## config.mk

```make
export PLATFORM = sky130hd
export DESIGN_NAME = eapol_handshake_frame_classifier
export DESIGN_NICKNAME = d
export VERILOG_FILES = /design/src/ehfc_pkg.sv /design/src/eapol_handshake_frame_classifier.sv /design/src/ehfc_fifo.sv /design/src/ehfc_front.sv /design/src/ehfc_back.sv
export VERILOG_INCLUDE_DIRS = /design/src /design/src/src
export SDC_FILE = /design/constraint.sdc
export NUM_CORES = 1
export LEC_CHECK = 0
export ABC_AREA = 1
export BUFFER_PORTS_ARGS = -buffer_cell sky130_fd_sc_hd__buf_2
export CAP_MARGIN = 20
export CORE_UTILIZATION = 29
export DETAILED_ROUTE_END_ITERATION = 10
export HOLD_SLACK_MARGIN = 0.12
export PLACE_DENSITY_LB_ADDON = 0.08
export SYNTH_ARGS = -nofsm -noshare
export SYNTH_HDL_FRONTEND = slang
export SYNTH_SLANG_ARGS = --single-unit
```

## constraint.sdc

```tcl
create_clock -name clock -period 17.3 [get_ports clock]
set_input_delay 3.46 -clock clock [delete_from_list [all_inputs] [get_ports clock]]
set_output_delay 3.46 -clock clock [all_outputs]
set_load 0.02 [all_outputs]
```

## src/assert_macros.svh

```systemverilog
// Assertion helpers shared by the RTL. Empty in synthesis builds.
`ifndef ASSERT_MACROS_SVH
`define ASSERT_MACROS_SVH

`ifndef SYNTHESIS

// Condition holds at every clock edge outside reset
`define ASSERT_ALWAYS(lbl, clk, rst, expr, msg) \
   lbl: assert property (@(posedge clk) disable iff (rst) (expr)) else $error(msg);

// Antecedent implies consequent in the same cycle
`define ASSERT_IMPLIES(lbl, clk, rst, ante, cons, msg) \
   lbl: assert property (@(posedge clk) disable iff (rst) (ante) |-> (cons)) else $error(msg);

// Antecedent implies consequent in the next cycle
`define ASSERT_NEXT(lbl, clk, rst, ante, cons, msg) \
   lbl: assert property (@(posedge clk) disable iff (rst) (ante) |=> (cons)) else $error(msg);

`else

`define ASSERT_ALWAYS(lbl, clk, rst, expr, msg)
`define ASSERT_IMPLIES(lbl, clk, rst, ante, cons, msg)
`define ASSERT_NEXT(lbl, clk, rst, ante, cons, msg)

`endif

`endif

```

## src/ehfc_pkg.sv

```systemverilog
`default_nettype none

package ehfc_pkg;

   // Build defaults
   localparam int LENGTH_BITS_DEFAULT = 16;
   localparam int MID_DEPTH_DEFAULT   = 4;
   localparam int RSP_DEPTH_DEFAULT   = 2;

   // Timeout register
   localparam int                TIMEOUT_BITS  = 24;
   localparam logic [23:0]       TIMEOUT_RESET = 24'd60000;

   // Byte offsets inside the 802.11 frame
   localparam int POS_FRAME_CTRL  = 0;
   localparam int POS_ADDR2_FIRST = 10;
   localparam int POS_ADDR2_LAST  = 15;
   localparam int POS_SNAP_DSAP   = 24;
   localparam int POS_SNAP_SSAP   = 25;
   localparam int POS_SNAP_CTRL   = 26;
   localparam int POS_ETYPE_HI    = 30;
   localparam int POS_ETYPE_LO    = 31;
   localparam int POS_KEY_INFO_HI = 37;
   localparam int POS_KEY_INFO_LO = 38;

   // Expected header values
   localparam logic [7:0] FC_TYPE_MASK = 8'h0C;
   localparam logic [7:0] FC_TYPE_DATA = 8'h08;
   localparam logic [7:0] SNAP_SAP     = 8'hAA;
   localparam logic [7:0] SNAP_UI      = 8'h03;
   localparam logic [7:0] ETYPE_HI     = 8'h88;
   localparam logic [7:0] ETYPE_LO     = 8'h8E;

   // Key-info bits
   localparam logic [7:0] KI_ACK    = 8'h80;
   localparam logic [7:0] KI_MIC    = 8'h01;
   localparam logic [7:0] KI_SECURE = 8'h02;

   // Message numbers
   localparam logic [2:0] MSG_NONE = 3'd0;
   localparam logic [2:0] MSG_1    = 3'd1;
   localparam logic [2:0] MSG_2    = 3'd2;
   localparam logic [2:0] MSG_3    = 3'd3;
   localparam logic [2:0] MSG_4    = 3'd4;

   // Result kinds
   localparam logic EVENT_VERDICT = 1'b0;
   localparam logic EVENT_TIMEOUT = 1'b1;

   typedef enum logic [1:0] {
      CMD_FRAME_BYTE = 2'd0,
      CMD_TICK       = 2'd1,
      CMD_START      = 2'd2,
      CMD_RESTART    = 2'd3
   } ehfc_cmd_type;

   typedef struct packed {
      ehfc_cmd_type command;
      logic [7:0]   frame_byte;
      logic         last_byte;
   } ehfc_req_type;

   typedef struct packed {
      logic        event_kind;
      logic [2:0]  message_number;
      logic [3:0]  seen_mask;
      logic        complete;
      logic        active;
      logic [47:0] peer_address;
      logic [15:0] frame_length;
   } ehfc_rsp_type;

   // Entry handed from the parser to the capture tracker
   typedef struct packed {
      ehfc_cmd_type op;
      logic         qualify;
      logic [2:0]   message;
      logic [47:0]  address;
      logic [15:0]  length;
   } ehfc_mid_type;

   // Key message number from the two key-info bytes
   function automatic logic [2:0] ehfc_classify(input logic [7:0] hi, input logic [7:0] lo);
      logic ack;
      logic mic;
      logic sec;
      ack = (lo & KI_ACK) != 8'h00;
      mic = (hi & KI_MIC) != 8'h00;
      sec = (hi & KI_SECURE) != 8'h00;
      if (ack) begin
         return (mic && sec) ? MSG_3 : MSG_1;
      end
      return sec ? MSG_4 : MSG_2;
   endfunction

endpackage

`default_nettype wire

```

## src/eapol_handshake_frame_classifier.sv

```systemverilog
`default_nettype none

// EAPOL key handshake classifier. Frame bytes, millisecond ticks, start and
// restart commands enter on the req_ queue, one beat per cycle while req_full is
// low; the parser tracks header checks and key-info per byte and queues a compact
// entry at each frame end or command. The capture tracker retires one entry per
// cycle while the result queue has room, so the sustained rate is one beat per
// cycle while rsp_ is drained; a verdict passes through the entry queue and then
// the result queue before it appears on rsp_. A timeout beat comes from the tick
// that pushes elapsed time past the limit. The limit register must be written on
// csr_ only while the block is idle, which the block does not enforce; it resets to 60000.
module eapol_handshake_frame_classifier
   import ehfc_pkg::*;
#(
   parameter int LENGTH_BITS = LENGTH_BITS_DEFAULT,
   parameter int MID_DEPTH   = MID_DEPTH_DEFAULT,
   parameter int RSP_DEPTH   = RSP_DEPTH_DEFAULT
) (
   input  wire logic                    clock,
   input  wire logic                    reset,
   input  wire logic                    req_push,
   output      logic                    req_full,
   input  wire ehfc_req_type            req_beat,
   output      logic                    rsp_empty,
   input  wire logic                    rsp_pop,
   output      ehfc_rsp_type            rsp_beat,
   input  wire logic                    csr_write_enable,
   input  wire logic [TIMEOUT_BITS-1:0] csr_write_data
);

   localparam int MID_W = $bits(ehfc_mid_type);
   localparam int RSP_W = $bits(ehfc_rsp_type);

   logic         mid_push;
   ehfc_mid_type mid_in_entry;
   ehfc_mid_type mid_out_entry;
   logic         mid_full;
   logic         mid_empty;
   logic         mid_pop;
   logic         rsp_full;
   logic         rsp_push;
   ehfc_rsp_type rsp_in_beat;

   assign req_full = mid_full;

   ehfc_front #(
      .LENGTH_BITS(LENGTH_BITS)
   ) u_front (
      .clock     (clock),
      .reset     (reset),
      .accept    (req_push && !req_full),
      .beat      (req_beat),
      .mid_push  (mid_push),
      .mid_entry (mid_in_entry)
   );

   ehfc_fifo #(
      .WIDTH(MID_W),
      .DEPTH(MID_DEPTH)
   ) u_mid_fifo (
      .clock     (clock),
      .reset     (reset),
      .push      (mid_push),
      .push_data (mid_in_entry),
      .full      (mid_full),
      .pop       (mid_pop),
      .pop_data  (mid_out_entry),
      .empty     (mid_empty)
   );

   ehfc_back u_back (
      .clock            (clock),
      .reset            (reset),
      .csr_write_enable (csr_write_enable),
      .csr_write_data   (csr_write_data),
      .mid_empty        (mid_empty),
      .mid_entry        (mid_out_entry),
      .mid_pop          (mid_pop),
      .rsp_full         (rsp_full),
      .rsp_push         (rsp_push),
      .rsp_beat         (rsp_in_beat)
   );

   ehfc_fifo #(
      .WIDTH(RSP_W),
      .DEPTH(RSP_DEPTH)
   ) u_rsp_fifo (
      .clock     (clock),
      .reset     (reset),
      .push      (rsp_push),
      .push_data (rsp_in_beat),
      .full      (rsp_full),
      .pop       (rsp_pop),
      .pop_data  (rsp_beat),
      .empty     (rsp_empty)
   );

endmodule

`default_nettype wire

```

## src/ehfc_fifo.sv

```systemverilog
`default_nettype none

`include "assert_macros.svh"

module ehfc_fifo #(
   parameter int WIDTH = 8,
   parameter int DEPTH = 2
) (
   input  wire logic             clock,
   input  wire logic             reset,
   input  wire logic             push,
   input  wire logic [WIDTH-1:0] push_data,
   output      logic             full,
   input  wire logic             pop,
   output      logic [WIDTH-1:0] pop_data,
   output      logic             empty
);

   localparam int PW = $clog2(DEPTH);
   localparam int CW = $clog2(DEPTH + 1);

   logic [WIDTH-1:0] mem_ff [DEPTH];
   logic [PW-1:0]    wr_ptr_ff, wr_ptr_in;
   logic [PW-1:0]    rd_ptr_ff, rd_ptr_in;
   logic [CW-1:0]    count_ff, count_in;
   logic             do_push;
   logic             do_pop;

   assign full     = count_ff == CW'(DEPTH);
   assign empty    = count_ff == '0;
   assign do_push  = push && !full;
   assign do_pop   = pop && !empty;
   assign pop_data = mem_ff[rd_ptr_ff];

   // pointer and count update
   always_comb begin
      wr_ptr_in = wr_ptr_ff;
      rd_ptr_in = rd_ptr_ff;
      count_in  = count_ff;
      if (do_push) begin
         wr_ptr_in = (wr_ptr_ff == PW'(DEPTH - 1)) ? '0 : wr_ptr_ff + 1'b1;
      end
      if (do_pop) begin
         rd_ptr_in = (rd_ptr_ff == PW'(DEPTH - 1)) ? '0 : rd_ptr_ff + 1'b1;
      end
      if (do_push && !do_pop) begin
         count_in = count_ff + 1'b1;
      end else if (do_pop && !do_push) begin
         count_in = count_ff - 1'b1;
      end
   end

   always_ff @(posedge clock) begin
      if (reset) begin
         wr_ptr_ff <= '0;
         rd_ptr_ff <= '0;
         count_ff  <= '0;
      end else begin
         wr_ptr_ff <= wr_ptr_in;
         rd_ptr_ff <= rd_ptr_in;
         count_ff  <= count_in;
      end
   end

   // storage, no reset
   always_ff @(posedge clock) begin
      if (do_push) begin
         mem_ff[wr_ptr_ff] <= push_data;
      end
   end

   `ASSERT_ALWAYS(a_count_bound, clock, reset, count_ff <= CW'(DEPTH), "fifo count over depth")
   `ASSERT_NEXT(a_pop_drains, clock, reset, do_pop && !do_push, count_ff == CW'($past(count_ff) - 1'b1), "pop did not drain")
   `ASSERT_NEXT(a_push_fills, clock, reset, do_push && !do_pop, !empty, "push left fifo empty")

endmodule

`default_nettype wire

```

## src/ehfc_front.sv

```systemverilog
`default_nettype none

module ehfc_front
   import ehfc_pkg::*;
#(
   parameter int LENGTH_BITS = LENGTH_BITS_DEFAULT
) (
   input  wire logic         clock,
   input  wire logic         reset,
   input  wire logic         accept,
   input  wire ehfc_req_type beat,
   output      logic         mid_push,
   output      ehfc_mid_type mid_entry
);

   localparam logic [LENGTH_BITS-1:0] POS_MAX = '1;

   logic [LENGTH_BITS-1:0] pos_ff, pos_in;
   logic                   hdr_ok_ff, hdr_ok_in;
   logic [7:0]             key_hi_ff, key_hi_in;
   logic [7:0]             key_lo_ff, key_lo_in;
   logic [47:0]            addr_ff, addr_in;
   logic [LENGTH_BITS-1:0] len;
   logic                   hdr_now;

   // per-byte header checks and field capture
   always_comb begin
      pos_in    = pos_ff;
      hdr_ok_in = hdr_ok_ff;
      key_hi_in = key_hi_ff;
      key_lo_in = key_lo_ff;
      addr_in   = addr_ff;
      hdr_now   = hdr_ok_ff;
      len       = (pos_ff == POS_MAX) ? POS_MAX : pos_ff + 1'b1;
      mid_push  = 1'b0;
      mid_entry = '{op: beat.command, qualify: 1'b0, message: MSG_NONE,
                    address: addr_ff, length: 16'd0};
      if (accept) begin
         case (beat.command)
            CMD_FRAME_BYTE: begin
               if (pos_ff == LENGTH_BITS'(POS_FRAME_CTRL) &&
                   (beat.frame_byte & FC_TYPE_MASK) != FC_TYPE_DATA) begin
                  hdr_now = 1'b0;
               end
               if ((pos_ff == LENGTH_BITS'(POS_SNAP_DSAP) ||
                    pos_ff == LENGTH_BITS'(POS_SNAP_SSAP)) && beat.frame_byte != SNAP_SAP) begin
                  hdr_now = 1'b0;
               end
               if (pos_ff == LENGTH_BITS'(POS_SNAP_CTRL) && beat.frame_byte != SNAP_UI) begin
                  hdr_now = 1'b0;
               end
               if (pos_ff == LENGTH_BITS'(POS_ETYPE_HI) && beat.frame_byte != ETYPE_HI) begin
                  hdr_now = 1'b0;
               end
               if (pos_ff == LENGTH_BITS'(POS_ETYPE_LO) && beat.frame_byte != ETYPE_LO) begin
                  hdr_now = 1'b0;
               end
               if (pos_ff == LENGTH_BITS'(POS_KEY_INFO_HI)) begin
                  key_hi_in = beat.frame_byte;
               end
               if (pos_ff == LENGTH_BITS'(POS_KEY_INFO_LO)) begin
                  key_lo_in = beat.frame_byte;
               end
               if (pos_ff >= LENGTH_BITS'(POS_ADDR2_FIRST) &&
                   pos_ff <= LENGTH_BITS'(POS_ADDR2_LAST)) begin
                  addr_in = {addr_ff[39:0], beat.frame_byte};
               end
               // frame end: hand the verdict inputs to the back
               if (beat.last_byte) begin
                  mid_push          = 1'b1;
                  mid_entry.qualify = hdr_now && pos_ff >= LENGTH_BITS'(POS_KEY_INFO_LO);
                  mid_entry.message = ehfc_classify(key_hi_in, key_lo_in);
                  mid_entry.address = addr_in;
                  mid_entry.length  = 16'(len);
                  pos_in            = '0;
                  hdr_ok_in         = 1'b1;
               end else begin
                  pos_in    = len;
                  hdr_ok_in = hdr_now;
               end
            end
            CMD_START: begin
               // abandon any partial frame
               mid_push  = 1'b1;
               pos_in    = '0;
               hdr_ok_in = 1'b1;
            end
            default: begin
               mid_push = 1'b1;
            end
         endcase
      end
   end

   always_ff @(posedge clock) begin
      if (reset) begin
         pos_ff    <= '0;
         hdr_ok_ff <= 1'b1;
         key_hi_ff <= '0;
         key_lo_ff <= '0;
         addr_ff   <= '0;
      end else begin
         pos_ff    <= pos_in;
         hdr_ok_ff <= hdr_ok_in;
         key_hi_ff <= key_hi_in;
         key_lo_ff <= key_lo_in;
         addr_ff   <= addr_in;
      end
   end

endmodule

`default_nettype wire

```

## src/ehfc_back.sv

```systemverilog
`default_nettype none

`include "assert_macros.svh"

module ehfc_back
   import ehfc_pkg::*;
(
   input  wire logic                    clock,
   input  wire logic                    reset,
   input  wire logic                    csr_write_enable,
   input  wire logic [TIMEOUT_BITS-1:0] csr_write_data,
   input  wire logic                    mid_empty,
   input  wire ehfc_mid_type            mid_entry,
   output      logic                    mid_pop,
   input  wire logic                    rsp_full,
   output      logic                    rsp_push,
   output      ehfc_rsp_type            rsp_beat
);

   logic [TIMEOUT_BITS-1:0] limit_ff, limit_in;
   logic [3:0]              seen_ff, seen_in;
   logic                    done_ff, done_in;
   logic                    running_ff, running_in;
   logic [TIMEOUT_BITS-1:0] elapsed_ff, elapsed_in;
   logic [47:0]             stored_ff, stored_in;
   logic                    go;
   logic [TIMEOUT_BITS:0]   elapsed_inc;
   logic [2:0]              msg;
   logic                    kind;
   logic [15:0]             len;
   logic [3:0]              seen_new;

   assign go          = !mid_empty && !rsp_full;
   assign mid_pop     = go;
   assign elapsed_inc = {1'b0, elapsed_ff} + 1'b1;

   // capture state update, one queue entry per cycle while the result queue has room
   always_comb begin
      limit_in   = csr_write_enable ? csr_write_data : limit_ff;
      seen_in    = seen_ff;
      done_in    = done_ff;
      running_in = running_ff;
      elapsed_in = elapsed_ff;
      stored_in  = stored_ff;
      rsp_push   = 1'b0;
      msg        = MSG_NONE;
      kind       = EVENT_VERDICT;
      len        = 16'd0;
      seen_new   = seen_ff | (4'b0001 << (mid_entry.message - 1'b1));
      if (go) begin
         case (mid_entry.op)
            CMD_TICK: begin
               if (running_ff && !done_ff) begin
                  elapsed_in = elapsed_inc[TIMEOUT_BITS] ? '1 : elapsed_inc[TIMEOUT_BITS-1:0];
                  if (elapsed_inc > {1'b0, limit_ff}) begin
                     running_in = 1'b0;
                     rsp_push   = 1'b1;
                     kind       = EVENT_TIMEOUT;
                  end
               end
            end
            CMD_START: begin
               seen_in    = '0;
               done_in    = 1'b0;
               elapsed_in = '0;
               running_in = 1'b1;
            end
            CMD_RESTART: begin
               if (done_ff) begin
                  seen_in    = '0;
                  done_in    = 1'b0;
                  elapsed_in = '0;
               end
            end
            default: begin
               // frame verdict
               rsp_push = 1'b1;
               len      = mid_entry.length;
               if (running_ff && !done_ff && mid_entry.qualify) begin
                  msg       = mid_entry.message;
                  seen_in   = seen_new;
                  stored_in = mid_entry.address;
                  done_in   = seen_new == 4'hF;
               end
            end
         endcase
      end
   end

   // result shows the state after this beat
   always_comb begin
      rsp_beat.event_kind     = kind;
      rsp_beat.message_number = msg;
      rsp_beat.seen_mask      = seen_in;
      rsp_beat.complete       = done_in;
      rsp_beat.active         = running_in;
      rsp_beat.peer_address   = stored_in;
      rsp_beat.frame_length   = len;
   end

   always_ff @(posedge clock) begin
      if (reset) begin
         limit_ff   <= TIMEOUT_RESET;
         seen_ff    <= '0;
         done_ff    <= 1'b0;
         running_ff <= 1'b0;
         elapsed_ff <= '0;
         stored_ff  <= '0;
      end else begin
         limit_ff   <= limit_in;
         seen_ff    <= seen_in;
         done_ff    <= done_in;
         running_ff <= running_in;
         elapsed_ff <= elapsed_in;
         stored_ff  <= stored_in;
      end
   end

   `ASSERT_IMPLIES(a_done_all_seen, clock, reset, done_ff, seen_ff == 4'hF, "complete without all messages")
   `ASSERT_IMPLIES(a_stop_on_tick, clock, reset, $fell(running_ff), $past(go && mid_entry.op == CMD_TICK), "capture stopped outside a tick")
   `ASSERT_IMPLIES(a_timeout_form, clock, reset, rsp_push && rsp_beat.event_kind == EVENT_TIMEOUT, rsp_beat.message_number == MSG_NONE && !rsp_beat.active, "malformed timeout beat")

endmodule

`default_nettype wire
```

# Word level (Yosys, flattened, before mapping)
# Memory sizes are Yosys's and may differ from the RTL's. A register that Yosys moved wholly into a read port is not among the register bits.
# Index checks and enable logic that the tools add are counted.
# word_totals
register_bits,181
mem_bits_rw,428
in_bits,40
out_inout_bits,76
word_cells,181
mem_count,2
# classes
add_sub_neg,11
magnitude_cmp,4
eq_ne,24
shift,1
n_mux,78
bitwise,1
n_reduce_logical,43
# mem_list
memory,depth,width,read_ports,rd_clocked_by_memory_dff,write_ports,line_no,text
u_mid_fifo.mem_ff,4,70,1,1,1,ehfc_fifo.sv:22,logic [WIDTH-1:0] mem_ff [DEPTH];
u_rsp_fifo.mem_ff,2,74,1,1,1,ehfc_fifo.sv:22,
# op_table
operator,count
68-bit two-way mux,3
48-bit two-way mux,4
"16-bit by 5-bit equality test with 1-bit output, second input constant",5
24-bit two-way mux,3
24-bit case mux with 3 select lines,1
16-bit two-way mux,4
1-bit two-way mux,33
"16-bit by 6-bit equality test with 1-bit output, second input constant",2
16-bit case mux with 2 select lines,1
"24-bit by 1-bit adder with 25-bit output, second input constant",1
25-bit by 24-bit greater-than comparator with 1-bit output,1
3-bit two-way mux,8
8-bit two-way mux,3
"8-bit != test, second input constant",3
1-bit logical AND,20
2-bit two-way mux,10
"16-bit by 1-bit adder with 16-bit output, second input constant",1
"16-bit equality test, second input constant",1
"16-bit by 4-bit >= comparator with 1-bit output, second input constant",1
"16-bit by 6-bit >= comparator with 1-bit output, second input constant",1
"16-bit by 4-bit less-or-equal comparator with 1-bit output, second input constant",1
16-bit zero test,1
"2-bit equality test, second input constant",6
4-bit two-way mux,3
25 further kinds,45

# Depth between registers and ports, before layout
# logic_depth
word_depth,13
mapped_depth,24
depth_no_buf,24

# Cells and area by module
# Synthesis repeated with hierarchy kept, for this count alone.
# unflattened
cells_unflattened,2560
area_unflattened_um2,27208.6
# by_module_without_submodules
mod,instances,cells_each,area_per_inst_um2,seq_area_each_um2
ehfc_fifo at u_mid_fifo,1,747,11452.2,8588.2
ehfc_fifo at u_rsp_fifo,1,267,5833.1,4544.4
ehfc_back,1,821,5481.5,2042.0
ehfc_front,1,723,4431.8,1361.3
eapol_handshake_frame_classifier,1,2,10.0,0.0

# Worst setup path after synthesis
# Ideal clock, no wire load.
# synth_path
path_type,input to register
startpoint,input req_push
endpoint,memory u_mid_fifo.mem_ff[0][0] (netlist bit) (enable)
setup_ps,499
arrival_ps,6877
required_time_ps,16801
setup_slack_ps,9924
path_stages,6
n_path_buf,0
path_cell_list,inv_1 nor2_1 inv_2 a21oi_1 inv_1 nor2_1
# synth_via
elab_chain_cells,5
# synth_lines
element,line_no,text
start: declaration,eapol_handshake_frame_classifier.sv:21,"input wire logic req_push,"
1-bit logical AND,eapol_handshake_frame_classifier.sv:51,".accept (req_push && !req_full),"
1-bit two-way mux,ehfc_front.sv:38,if (accept) begin
1-bit logical AND,ehfc_fifo.sv:31,assign do_push = push && !full;
named net u_mid_fifo.do_push,ehfc_fifo.sv:26,logic do_push;
1-bit two-way mux,ehfc_fifo.sv:67,if (do_push) begin
1-bit two-way mux (not written as such),ehfc_fifo.sv:68,mem_ff[wr_ptr_ff] <= push_data;
end: declaration,ehfc_fifo.sv:22,
# The timed path passes the listed nets, and every way through them passes these cells.

==> results by group <==
Global route
  • Grt total ovfl: 0
  • Initial antenna violation count: 6
  • First-pass GRT wire length: 106400 um
  • Largest net degree at the start of global routing: 97
  • Vias in the first global route: 17950
  • GRT Util Overall: 14.90%

Routing
  • Post-route ant nets: 0
  • DR vias: 17660
  • Wire per inst: 18.22 um
  • Vias/cell: 4.665
  • Drt pass-1 iters: 5
  • Final wirelength: 68970 um
  • DRC viols: 0
  • Initial DRC count: 1092

Worst setup path
  • Critical path class: flip-flop to primary output
  • CP arrival: 2.61 ns
  • CP required: 13.84 ns
  • CP Capture Type: primary output
  • Startpoint Class: flip-flop
  • Worst-path maximum fanout: 47

Timing
  • Clk_skew: 0.02983 ns
  • Setup WS post-layout: 11.23 ns
  • Max-slew headroom: 28.54%
  • RSZ-0062 raised after global routing: no
  • Final setup violation count: 0
  • Fmax: 0.1647 GHz
  • Hold Violations, Final: 0
  • Setup TNS: 0 ns
  • Post-route minimum period: 6.071 ns
  • Fin crit share: 35.09%
  • Final Max Tran Viols: 0
  • Worst Tran Pin Value: 1.072 ns

Logic synthesis
  • Top-area cell type share of the netlist area: 48.53%
  • Yosys warnings: 0
  • Syn_area_per_cell: 10.76 um2
  • EDFF count, synth: 428
  • Syn_nets: 2543
  • Area leader, netlist: edfxtp_1
  • Fraction of registers with async set/reset: 0%
  • Post-Synthesis Cells: 2461
  • Synth top area cells: edfxtp_1, dfxtp_1, o21ai_0
  • Seq/Total Area, Yosys: 62.43%
  • Netlist Area Pre-Place: 26490 um2
  • Prevailing post-synth register cell: edfxtp_1
  • Unique masters post-synth: 58
  • Seq cells post-synth: 612

Final layout
  • Ant diodes: 0
  • Area growth syn-to-layout: 15.88%
  • # fillers: 9033
  • Layout cells sized above 1: 17.51%
  • # nets final: 2632

Floorplanning
  • Die Span Y: 304.2 um
  • Site Rows: 110
  • Die Span X: 304.2 um
  • Die footprint: 92540 um2
  • Starting density of the core: 29.33%
  • Core area: 90290 um2
  • Io pins: 116

Power and ir drop
  • Overall power: 4.541 mW
  • Pleak: 11.69 nW
  • PwrDens: 148.0 nW/um2
  • Max rail drop VDD: 0.00006339 V

Worst hold path
  • Worst Hold Class: flip-flop to flip-flop

Clock network
  • Buffer depth of the longest clock path: 3
  • Clock root buffer: clkbuf_16
  • Resize count post-CTS: 0
  • # hold bufs at CTS: 0
  • Clk_lat worst skew: 0.62 ns
  • CTS tree: built
  • CTS H-tree lvls: 3
  • Clock sinks: 612
  • Total CTS buffers: 75
  • Clock slew seen by the registers of the worst setup and hold paths: 0.05 ns
  • Post-CTS Setup Bufs: 0

Outcome
  • Status: finished clean

Place
  • Dpl ws: 11.02 ns
  • Hpwl dp: 41480 um
  • GPL Wtd Cong: 0.7688
  • Port bufs: 115

Flow run
  • MaxCap Viol Count: 0
==> synthesized netlist by cell type, types with 3 or more instances <==
| master | count |
|---|---|
| a21oi_1 | 157 |
| a21oi_2 | 3 |
| a31oi_1 | 3 |
| buf_1 | 4 |
| buf_2 | 24 |
| buf_4 | 15 |
| buf_6 | 8 |
| clkbuf_1 | 77 |
| dfxtp_1 | 184 |
| edfxtp_1 | 428 |
| ha_1 | 41 |
| inv_1 | 271 |
| inv_2 | 16 |
| mux2_2 | 74 |
| nand2_1 | 248 |
| nand2_2 | 8 |
| nand2_4 | 3 |
| nand3_1 | 42 |
| nand3_2 | 6 |
| nand4_1 | 10 |
| nor2_1 | 287 |
| nor2_2 | 8 |
| nor2_4 | 6 |
| nor2_8 | 3 |
| nor3_1 | 9 |
| nor3_2 | 3 |
| nor4_1 | 5 |
| o21a_1 | 5 |
| o21ai_0 | 261 |
| o21ai_1 | 121 |
| o21ai_2 | 27 |
| o221ai_1 | 18 |
| o221ai_2 | 30 |
| xnor2_1 | 8 |
| xor2_1 | 20 |
==> cell type report <==
class / count / area (um2) / share of cell area, %
Clock inverter: 31 / 394.1 / 1.284
Tap cell: 1176 / 1471 / 4.794
Timing Repair Buffer: 143 / 804.5 / 2.621
Sequential cell: 612 / 16540 / 53.91
Multi-Input combinational cell: 1431 / 8259 / 26.91
Clock buffer: 106 / 2137 / 6.963
Inverter: 287 / 1080 / 3.518
==> stage by stage <==
stage	util (%)	cells	instance area, um2	hold WS (ns)
after floorplan	-	2461	26490	0.4390
after global placement	31.15	3647	28130	0.4438
after detailed placement	31.18	3648	28150	0.4594
after CTS	33.98	3785	30680	0.4678
after global routing	33.99	3786	30690	0.4910
final	33.99	3786	30690	0.4647
==> state kept, by name, summed over array words and instances (netlist names), named ones only <==
signal	cells
u_rsp_fifo.count_ff	2
u_back.running_ff	1
u_front.addr_ff	48
u_back.seen_ff	4
u_mid_fifo.count_ff	3
u_front.key_hi_ff	2
u_mid_fifo.wr_ptr_ff	2
u_back.stored_ff	48
u_rsp_fifo.rd_ptr_ff	1
u_back.limit_ff	24
u_front.pos_ff	16
u_front.key_lo_ff	1
u_rsp_fifo.mem_ff	148
u_mid_fifo.rd_ptr_ff	2
u_back.elapsed_ff	24
u_rsp_fifo.wr_ptr_ff	1
u_back.done_ff	1
u_front.hdr_ok_ff	1
u_mid_fifo.mem_ff	280
==> final timing paths <==
path,endpoint,slack [ns],depth (start not counted),startpoint
worst max-delay path,rsp_beat[70],11.23,3,flip-flop
worst min-delay path,u_back.limit_ff[20],0.46,2,u_back.limit_ff[20]
worst max register to register,u_rsp_fifo.mem_ff[1][18],12.18,14,flip-flop
worst min register to register,u_back.limit_ff[20],0.46,2,u_back.limit_ff[20]
==> critical path, stage by stage (launching register included) <==
cell,delay (ns)
dfxtp_4,0.67
buf_4,0.64
mux2_2,0.42
buf_2,0.17
==> power by group <==
| group | leakage (nW) | internal (mW) | switching (mW) |
|---|---|---|---|
| Sequential | 5.54 | 1.82 | 0.0788 |
| Combinational | 4.92 | 0.299 | 0.749 |
| Clock | 1.24 | 0.982 | 0.614 |
==> metal layers <==
layer | wire (um) | vias up | part of all wire, % | track usage (%)
met5 | 69 | - | 0.10 | 0
met4 | 1516 | 10 | 2.2 | 4.297
met3 | 2882 | 100 | 4.2 | 2.974
met2 | 32720 | 277 | 47 | 25.14
met1 | 31790 | 8595 | 46 | 19.23
li1 | - | 8678 | - | -
==> cell families (layout without fill, tap and decap cells) <==
group / count (synthesis) / in the layout / share of synthesized area (%)
buffers and inverters: 418 / 567 / 6.567
flip-flops: 612 / 612 / 62.43
multiplexers: 74 / 74 / 3.146
AND/OR/NAND/NOR: 650 / 650 / 10.75
adder cells (fa/ha/maj): 42 / 42 / 2.012
XOR/XNOR: 28 / 28 / 0.9259
AO/OA/AOI/OAI: 637 / 637 / 14.16
==> cells in the final DEF, fill, tap and decap left out, types with 9 or more instances in the layout <==
| master | instances |
|---|---|
| inv_2 | 15 |
| a21oi_1 | 156 |
| nand3_1 | 42 |
| xor2_1 | 20 |
| o21ai_1 | 121 |
| inv_1 | 271 |
| o21ai_0 | 261 |
| edfxtp_1 | 428 |
| o221ai_1 | 18 |
| buf_2 | 114 |
| clkbuf_1 | 20 |
| ha_1 | 41 |
| nand2_1 | 248 |
| o21ai_2 | 27 |
| clkbuf_16 | 78 |
| dfxtp_1 | 181 |
| nor2_1 | 283 |
| clkinv_2 | 9 |
| nand4_1 | 10 |
| mux2_2 | 74 |
| buf_4 | 27 |
| nor3_1 | 9 |
| o221ai_2 | 30 |
| nor2_4 | 10 |
(Power assumes the default switching activity.)
